### src/hdl/json_object_member_splitter_defines.svh
// assertion macros for the json object member splitter
// no dependencies; included by the rtl files that carry assertions
`ifndef JSON_OBJECT_MEMBER_SPLITTER_DEFINES_SVH
`define JSON_OBJECT_MEMBER_SPLITTER_DEFINES_SVH

`ifndef ASSERT_OFF
`define JSPLIT_ASSERT_IMP(lbl, clk, rst, ante, cons) \
   lbl: assert property (@(posedge clk) disable iff (rst) (ante) |-> (cons)) \
      else $error("jsplit assertion failed");
`define JSPLIT_ASSERT_NEXT(lbl, clk, rst, ante, cons) \
   lbl: assert property (@(posedge clk) disable iff (rst) (ante) |=> (cons)) \
      else $error("jsplit assertion failed");
`else
`define JSPLIT_ASSERT_IMP(lbl, clk, rst, ante, cons)
`define JSPLIT_ASSERT_NEXT(lbl, clk, rst, ante, cons)
`endif

`endif

### src/hdl/jsplit_pkg.sv
// shared types and constants for the json object member splitter
// no dependencies; imported by jsplit_core, json_object_member_splitter and the dv files
package jsplit_pkg;

   localparam int POSITION_BITS = 16;
   localparam int DEPTH_BITS    = 8;
   localparam int OFFSET_BITS   = 16;
   localparam int BYTE_BITS     = 8;
   localparam int KIND_BITS     = 2;
   localparam int RSP_DATA_BITS = 4 * OFFSET_BITS;

   typedef logic [BYTE_BITS-1:0]     byte_type;
   typedef logic [POSITION_BITS-1:0] pos_type;
   typedef logic [DEPTH_BITS-1:0]    depth_type;
   typedef logic [OFFSET_BITS-1:0]   offset_type;

   typedef enum logic [KIND_BITS-1:0] {
      KIND_COMMA = 2'd0,
      KIND_CLOSE = 2'd1,
      KIND_ERROR = 2'd2
   } kind_type;

   typedef enum logic [3:0] {
      PH_START        = 4'd0,
      PH_NAME_LQUOT   = 4'd1,
      PH_NAME_FIRST   = 4'd2,
      PH_NAME         = 4'd3,
      PH_NAME_RQUOT   = 4'd4,
      PH_BEFORE_VALUE = 4'd5,
      PH_STR_FIRST    = 4'd6,
      PH_STR          = 4'd7,
      PH_STR_AFTER    = 4'd8,
      PH_NUM_INT      = 4'd9,
      PH_NUM_FRAC     = 4'd10,
      PH_NUM_EXP_SIGN = 4'd11,
      PH_NUM_EXP      = 4'd12,
      PH_OBJECT       = 4'd13,
      PH_ARRAY        = 4'd14,
      PH_AFTER_VALUE  = 4'd15
   } phase_type;

   typedef struct packed {
      logic       valid;
      kind_type   kind;
      offset_type name_begin;
      offset_type name_finish;
      offset_type value_begin;
      offset_type value_finish;
   } result_type;

   localparam byte_type CH_LBRACE    = 8'h7B;
   localparam byte_type CH_RBRACE    = 8'h7D;
   localparam byte_type CH_LBRACKET  = 8'h5B;
   localparam byte_type CH_RBRACKET  = 8'h5D;
   localparam byte_type CH_COLON     = 8'h3A;
   localparam byte_type CH_COMMA     = 8'h2C;
   localparam byte_type CH_MINUS     = 8'h2D;
   localparam byte_type CH_DOT       = 8'h2E;
   localparam byte_type CH_PLUS      = 8'h2B;
   localparam byte_type CH_BACKSLASH = 8'h5C;
   localparam byte_type CH_QUOTE     = 8'h22;
   localparam byte_type CH_SPACE     = 8'h20;
   localparam byte_type CH_LOWER_E   = 8'h65;
   localparam byte_type CH_UPPER_E   = 8'h45;
   localparam byte_type CH_ZERO      = 8'h30;
   localparam byte_type CH_NINE      = 8'h39;
   localparam byte_type CH_DEL       = 8'h7F;
   localparam byte_type CH_CTRL_END  = 8'h20;

endpackage

### src/hdl/jsplit_core.sv
// parse state, byte position and nesting depth with the per-byte transition
// depends on jsplit_pkg and json_object_member_splitter_defines.svh
`include "json_object_member_splitter_defines.svh"

module jsplit_core (
   input  logic                   clock,
   input  logic                   reset,
   input  logic                   step_en,
   input  jsplit_pkg::byte_type   data_byte,
   output jsplit_pkg::result_type result
);
   import jsplit_pkg::*;

   phase_type phase_ff, phase_in;
   pos_type   pos_ff, pos_in;
   depth_type depth_ff, depth_in;
   pos_type   nb_ff, nb_in, nf_ff, nf_in, vb_ff, vb_in, vf_ff, vf_in;

   logic      err;
   logic      rep;
   kind_type  kind;
   logic      digit;
   logic      name_bad;
   logic      depth_full;
   depth_type depth_dec;
   byte_type  opener;
   byte_type  closer;

   always_comb begin
      digit      = (data_byte >= CH_ZERO) && (data_byte <= CH_NINE);
      name_bad   = (data_byte < CH_CTRL_END) || (data_byte == CH_DEL) ||
                   (data_byte == CH_BACKSLASH);
      depth_full = &depth_ff;
      depth_dec  = (depth_ff != '0) ? depth_ff - depth_type'(1) : '0;
      opener     = (phase_ff == PH_OBJECT) ? CH_LBRACE : CH_LBRACKET;
      closer     = (phase_ff == PH_OBJECT) ? CH_RBRACE : CH_RBRACKET;
   end

   always_comb begin
      phase_in = phase_ff;
      pos_in   = pos_ff;
      depth_in = depth_ff;
      nb_in    = nb_ff;
      nf_in    = nf_ff;
      vb_in    = vb_ff;
      vf_in    = vf_ff;
      err      = 1'b0;
      rep      = 1'b0;
      kind     = KIND_COMMA;
      result   = '0;
      if (step_en) begin
         pos_in = pos_ff + pos_type'(1);
         unique case (phase_ff) inside
            PH_START: begin
               if (data_byte == CH_LBRACE) phase_in = PH_NAME_LQUOT;
               else err = 1'b1;
            end
            PH_NAME_LQUOT: begin
               if (data_byte == CH_QUOTE) phase_in = PH_NAME_FIRST;
               else if (data_byte != CH_SPACE) err = 1'b1;
            end
            PH_NAME_FIRST, PH_NAME: begin
               if (phase_ff == PH_NAME_FIRST) begin
                  nb_in    = pos_ff;
                  phase_in = PH_NAME;
               end
               if (name_bad) begin
                  err = 1'b1;
               end else if (data_byte == CH_QUOTE) begin
                  nf_in    = pos_ff;
                  phase_in = PH_NAME_RQUOT;
               end
            end
            PH_NAME_RQUOT: begin
               if (data_byte == CH_COLON) phase_in = PH_BEFORE_VALUE;
               else err = 1'b1;
            end
            PH_BEFORE_VALUE: begin
               if (data_byte == CH_SPACE) begin
               end else if (data_byte == CH_QUOTE) begin
                  phase_in = PH_STR_FIRST;
               end else if (data_byte == CH_LBRACE || data_byte == CH_LBRACKET) begin
                  if (depth_full) begin
                     err = 1'b1;
                  end else begin
                     depth_in = depth_ff + depth_type'(1);
                     vb_in    = pos_ff;
                     phase_in = (data_byte == CH_LBRACE) ? PH_OBJECT : PH_ARRAY;
                  end
               end else if (data_byte == CH_MINUS || digit) begin
                  vb_in    = pos_ff;
                  phase_in = PH_NUM_INT;
               end else begin
                  err = 1'b1;
               end
            end
            PH_STR_FIRST, PH_STR: begin
               if (phase_ff == PH_STR_FIRST) begin
                  vb_in    = pos_ff;
                  phase_in = PH_STR;
               end
               if (data_byte == CH_QUOTE) begin
                  vf_in    = pos_ff;
                  phase_in = PH_STR_AFTER;
               end
            end
            PH_NUM_INT, PH_NUM_FRAC, PH_NUM_EXP: begin
               if (digit) begin
               end else if (data_byte == CH_DOT && phase_ff == PH_NUM_INT) begin
                  phase_in = PH_NUM_FRAC;
               end else if ((data_byte == CH_LOWER_E || data_byte == CH_UPPER_E) &&
                            phase_ff != PH_NUM_EXP) begin
                  phase_in = PH_NUM_EXP_SIGN;
               end else begin
                  // number ends here
                  vf_in = pos_ff;
                  rep   = 1'b1;
                  if (data_byte == CH_COMMA) kind = KIND_COMMA;
                  else if (data_byte == CH_RBRACE) kind = KIND_CLOSE;
                  else err = 1'b1;
               end
            end
            PH_NUM_EXP_SIGN: begin
               if (data_byte == CH_PLUS || data_byte == CH_MINUS || digit)
                  phase_in = PH_NUM_EXP;
               else
                  err = 1'b1;
            end
            PH_OBJECT, PH_ARRAY: begin
               if (data_byte == opener) begin
                  if (depth_full) err = 1'b1;
                  else depth_in = depth_ff + depth_type'(1);
               end else if (data_byte == closer) begin
                  depth_in = depth_dec;
                  if (depth_dec == '0) begin
                     vf_in    = pos_ff;
                     phase_in = PH_AFTER_VALUE;
                  end
               end
            end
            PH_STR_AFTER, PH_AFTER_VALUE: begin
               if (data_byte == CH_COMMA) begin
                  rep  = 1'b1;
                  kind = KIND_COMMA;
               end else if (data_byte == CH_RBRACE) begin
                  rep  = 1'b1;
                  kind = KIND_CLOSE;
               end else if (data_byte != CH_SPACE) begin
                  err = 1'b1;
               end
            end
         endcase

         if (err) begin
            phase_in     = PH_START;
            depth_in     = '0;
            result.valid = 1'b1;
            result.kind  = KIND_ERROR;
         end else if (rep) begin
            phase_in            = (kind == KIND_COMMA) ? PH_NAME_LQUOT : PH_START;
            depth_in            = '0;
            result.valid        = 1'b1;
            result.kind         = kind;
            result.name_begin   = offset_type'(nb_in);
            result.name_finish  = offset_type'(nf_in);
            result.value_begin  = offset_type'(vb_in);
            result.value_finish = offset_type'(vf_in);
         end
      end
   end

   always_ff @(posedge clock) begin
      if (reset) begin
         phase_ff <= PH_START;
         pos_ff   <= '0;
         depth_ff <= '0;
         nb_ff    <= '0;
         nf_ff    <= '0;
         vb_ff    <= '0;
         vf_ff    <= '0;
      end else begin
         phase_ff <= phase_in;
         pos_ff   <= pos_in;
         depth_ff <= depth_in;
         nb_ff    <= nb_in;
         nf_ff    <= nf_in;
         vb_ff    <= vb_in;
         vf_ff    <= vf_in;
      end
   end

   `JSPLIT_ASSERT_IMP(a_depth_only_nested, clock, reset, depth_ff != '0, phase_ff == PH_OBJECT || phase_ff == PH_ARRAY)
   `JSPLIT_ASSERT_IMP(a_error_zero_offsets, clock, reset, result.valid && result.kind == KIND_ERROR, result.name_begin == '0 && result.value_finish == '0)
   `JSPLIT_ASSERT_NEXT(a_result_clears_depth, clock, reset, result.valid, depth_ff == '0 && (phase_ff == PH_START || phase_ff == PH_NAME_LQUOT))
   `JSPLIT_ASSERT_NEXT(a_pos_advances, clock, reset, step_en, pos_ff == pos_type'($past(pos_ff) + pos_type'(1)))
   `JSPLIT_ASSERT_IMP(a_no_result_idle, clock, reset, !step_en, !result.valid)

endmodule

### src/hdl/json_object_member_splitter.sv
// top level of the json object member splitter: input stage, parser, result stage
// depends on jsplit_pkg and jsplit_core
//
// Takes one byte of JSON object text per beat on req_ and gives one rsp_ beat
// each time a member ends (followed by a comma or the closing brace) or a
// syntax error is found; other bytes give no result. Sustained rate is one
// byte per clock while rsp_ beats are taken (a held result stalls req_); a
// byte's result, if any, is offered from the result register. The rate is set
// by the parse transition in jsplit_core, which sits between the input
// register and the result register. Offsets count bytes from reset and wrap at
// 2^16; after an error the parser waits for a new opening brace.

module json_object_member_splitter (
   input  logic                                    clock,
   input  logic                                    reset,
   input  logic                                    req_tvalid,
   output logic                                    req_tready,
   input  logic [jsplit_pkg::BYTE_BITS-1:0]        req_tdata,  // [7:0] data_byte
   output logic                                    rsp_tvalid,
   input  logic                                    rsp_tready,
   // [15:0] name_begin, [31:16] name_finish, [47:32] value_begin, [63:48] value_finish
   output logic [jsplit_pkg::RSP_DATA_BITS-1:0]    rsp_tdata,
   output logic [jsplit_pkg::KIND_BITS-1:0]        rsp_tuser   // [1:0] result_kind
);
   import jsplit_pkg::*;

   logic       in_valid_ff, in_valid_in;
   byte_type   in_byte_ff;
   logic       out_valid_ff, out_valid_in;
   result_type out_ff;
   result_type res;
   logic       advance;
   logic       step_en;

   always_comb begin
      advance     = !out_valid_ff || rsp_tready;
      step_en     = in_valid_ff && advance;
      req_tready  = !in_valid_ff || advance;
      in_valid_in = req_tready ? req_tvalid : in_valid_ff;
      out_valid_in = advance ? res.valid : out_valid_ff;
   end

   jsplit_core u_core (
      .clock     (clock),
      .reset     (reset),
      .step_en   (step_en),
      .data_byte (in_byte_ff),
      .result    (res)
   );

   always_ff @(posedge clock) begin
      if (reset) begin
         in_valid_ff  <= 1'b0;
         out_valid_ff <= 1'b0;
      end else begin
         in_valid_ff  <= in_valid_in;
         out_valid_ff <= out_valid_in;
      end
   end

   always_ff @(posedge clock) begin
      if (req_tvalid && req_tready) begin
         in_byte_ff <= req_tdata;
      end
      if (advance && res.valid) begin
         out_ff <= res;
      end
   end

   assign rsp_tvalid = out_valid_ff;
   assign rsp_tuser  = out_ff.kind;
   assign rsp_tdata  = {out_ff.value_finish, out_ff.value_begin,
                        out_ff.name_finish, out_ff.name_begin};

endmodule

### config.mk
export PLATFORM = sky130hd
export DESIGN_NAME = json_object_member_splitter
export DESIGN_NICKNAME = d
export VERILOG_FILES = /design/src/hdl/jsplit_pkg.sv /design/src/hdl/jsplit_core.sv /design/src/hdl/json_object_member_splitter.sv
export VERILOG_INCLUDE_DIRS = /design/src /design/src/hdl
export SDC_FILE = /design/constraint.sdc
export NUM_CORES = 1
export LEC_CHECK = 0
export BUFFER_PORTS_ARGS = -buffer_cell sky130_fd_sc_hd__buf_2
export CAP_MARGIN = 20
export CORE_AREA = 2 2 124 126
export CTS_CLUSTER_DIAMETER = 200
export DETAILED_ROUTE_END_ITERATION = 8
export DIE_AREA = 0 0 126 128
export HOLD_SLACK_MARGIN = 0.15
export PLACE_DENSITY = 0.8
export SYNTH_ARGS = -nofsm -noshare
export SYNTH_HDL_FRONTEND = slang
export SYNTH_SLANG_ARGS = --single-unit
### constraint.sdc
create_clock -name clock -period 4.1 [get_ports clock]
set_input_delay 0.41 -clock clock [delete_from_list [all_inputs] [get_ports clock]]
set_output_delay 0.41 -clock clock [all_outputs]
set_load 0.005 [all_outputs]
==> out/metrics.cfg <==
[outcome]
outcome = finished clean

[clock_tree]
cts_buffers = 17
cts-htree-levels = 4
clock-sinks = 168
cts_tree = done
cts_setup_buffers = 0
clk_pin_slew_worst_paths_ns = 0.07
clk_latency_ns = 0.43
ctsResizeCount = 0
clk_path_buf_depth = 2
root_buffer = clkbuf_16

[logic_synthesis]
syn-num-nets = 904
synth_simple_gate_area_frac = 0.222
synthAdderAreaFrac = 0.00616
synth.most_common_cell = nand2_1
synthArstFlopShare = 0
synth_area_um2 = 8130
seq_area_frac_synth = 0.505
synth_top_family_by_area = simple AND/OR/NAND/NOR gates
synth_top_area_frac = 0.273
synth_compound_area_frac = 0.112
synthXorXnorAreaFrac = 0.0205
synth.largest_area_cell = edfxtp_1
syn_area_per_cell_um2 = 9.15
synthTopCellsByArea = edfxtp_1 (27%), dfxtp_1 (23%), mux2i_1 (8.6%)
ys_warn_count = 0
synthMuxAreaShare = 0.0876
syn_inst = 888
synth_edf_count = 74
synth_flop_cell = dfxtp_1
ys_ff_latch = 168
yosysUniqueCellTypes = 67
synth_common_cells = nand2_1 (160), nor2_1 (107), dfxtp_1 (94), a21oi_1 (88), edfxtp_1 (74)

[pwr]
power-per-cell-area_nw_per_um2 = 371
leakage_uw = 0.00292
peakVddDrop_mv = 0.292

[floorplan]
rows = 45
ios = 80
die_area_um2 = 16100
fp.dieW_um = 126
core-area_um2 = 14900
start_util = 0.547
die_h_um = 128

[critical_path]
end_kind = register
crit_buf_inv = 1
worst-path-max-fanout = 27
required_ns = 4.27
cpLargestDelayFamily = compound AO/OA/AOI/OAI gates
worst-setup-path-type = reg -> reg
crit_arrival_ns = 3.49
slowest_delay_ns = 0.86
start_kind = register
critPathSlowestCell = dfxtp_1
critical_path.cell_chain = nand4b_1 > xnor2_1 > a2111oi_0 > a21oi_1 > nor3_4 > buf_4 > mux2i_1 > nor2_1

[placement]
io_buffers = 79
place_hpwl_um = 12400
routabilityCongestion = 0.988
place_ws_ns = 0.928

[cells_and_area]
nets = 950
drive_above_1_share = 0.156
diodes = 0
area_growth_pct = 13.1

[detailed_routing]
drc = 0
ant_nets = 0
routed_wl_um = 19500
num_vias = 6640
drtIter0Drc = 693
via_per_inst = 5.85
first_pass_iters = 5
wire_per_inst_um = 17.2

[grt]
grt_pass1_wl_um = 31400
gr-total-overflow = 0
grt_max_degree = 65
grt.total_usage = 0.242
grt_pass1_vias = 6285
antenna_found_initial = 0

[sta]
fin_crit_sh = 0.808
setup_tns_ns = 0
finalSetupViolations = 0
finalClockSkew_ns = 0.0101
rsz0062_at_grt = false
final_hold_viol_count = 0
drv_slew = 0
layout_min_cycle_time_ns = 3.31
relSlewSlack = 0.424
tightest_slew_ns = 0.861
fmax_mhz = 302
layout_setup_ws_ns = 0.788

[job]
maxCapViolCount = 0

[hold_path]
min_path_type = in -> reg

final timing paths:
path / from / endpoint / slack (ns) / cells after the start
max: u_core.phase_ff[2] / rsp_tdata[50] / 0.79 / 8
min: req_tdata[5] / in_byte_ff[5] / 0.16 / 1
max reg2reg: u_core.phase_ff[2] / rsp_tdata[50] / 0.79 / 8
min reg2reg: u_core.nf_ff[5] / u_core.nf_ff[5] / 0.45 / 2
repair_timing:
item	in CTS	in global routing
hold buffers	5	1
endpoints found under the setup margin	0	0
endpoints found under the hold margin	5	1
metrics by stage:
step,instances,utilization,instance area (µm²),power (µW),hold slack [ns]
2_1_floorplan,888,-,8130,1900,0.432
3_3_place_gp,1097,0.578,8590,1960,0.438
3_5_place_dp,1097,0.578,8590,1960,0.446
4_1_cts,1134,0.618,9180,3420,0.150
5_1_grt,1135,0.618,9190,3510,0.155
6_report,1135,0.618,9190,3410,0.156
flip-flops by register name, summed over array words and instances, names as in the netlist, 2 cells and up:
register	count
u_core.depth_ff	8
u_core.nf_ff	16
u_core.pos_ff	16
u_core.phase_ff	4
rsp_tuser	2
u_core.vf_ff	16
u_core.vb_ff	16
u_core.nb_ff	16
rsp_tdata	64
in_byte_ff	8
layout by cell type, fill, tap and decap left out, drive strengths merged, types with 8 or more instances in the layout:
cell type,instances
and3,8
inv,17
xor2,15
o21ai,19
nand2b,9
edfxtp,74
nand2,160
mux2i,70
nor2,108
buf,97
nor3,16
nand3,23
clkbuf,20
o211ai,14
a21oi,89
dfxtp,94
layout make-up:
cell class / count / area (µm²)
Sequential cell: 168 / 4100
Multi-Input combinational cell: 631 / 3660
Timing Repair Buffer: 103 / 603
Inverter: 13 / 48.8
Clock inverter: 12 / 92.6
Tap cell: 188 / 235
Clock buffer: 20 / 447
Fill cell: 1254 / 5670
kinds of logic (layout without fill, tap and decap cells):
| group | after synthesis | after routing |
|---|---|---|
| xor+xnor | 19 | 19 |
| buf+inv | 89 | 148 |
| simple gates | 383 | 383 |
| compound gates | 154 | 154 |
| fa+ha+maj | 4 | 4 |
| flops | 168 | 168 |
| mux | 71 | 71 |
power breakdown:
part / switching, µW / internal, µW
clock network: 689 / 798
registers: 27.0 / 1790
logic: 69.1 / 45.7
worst register-to-register path: stages, from the launching register on:
cell and delay (ns):
dfxtp_1 0.86, nand4b_1 0.25, xnor2_1 0.22, a2111oi_0 0.59
a21oi_1 0.32, nor3_4 0.17, buf_4 0.31, mux2i_1 0.28
nor2_1 0.07
layer usage:
layer,vias up,track usage,part of all wire
met5,-,0,0
met2,241,0.404,0.48
li1,3194,-,-
met4,0,0.0937,0.023
met1,3168,0.317,0.44
met3,37,0.0409,0.061
No activity file was read; power rests on OpenSTA's default activity.
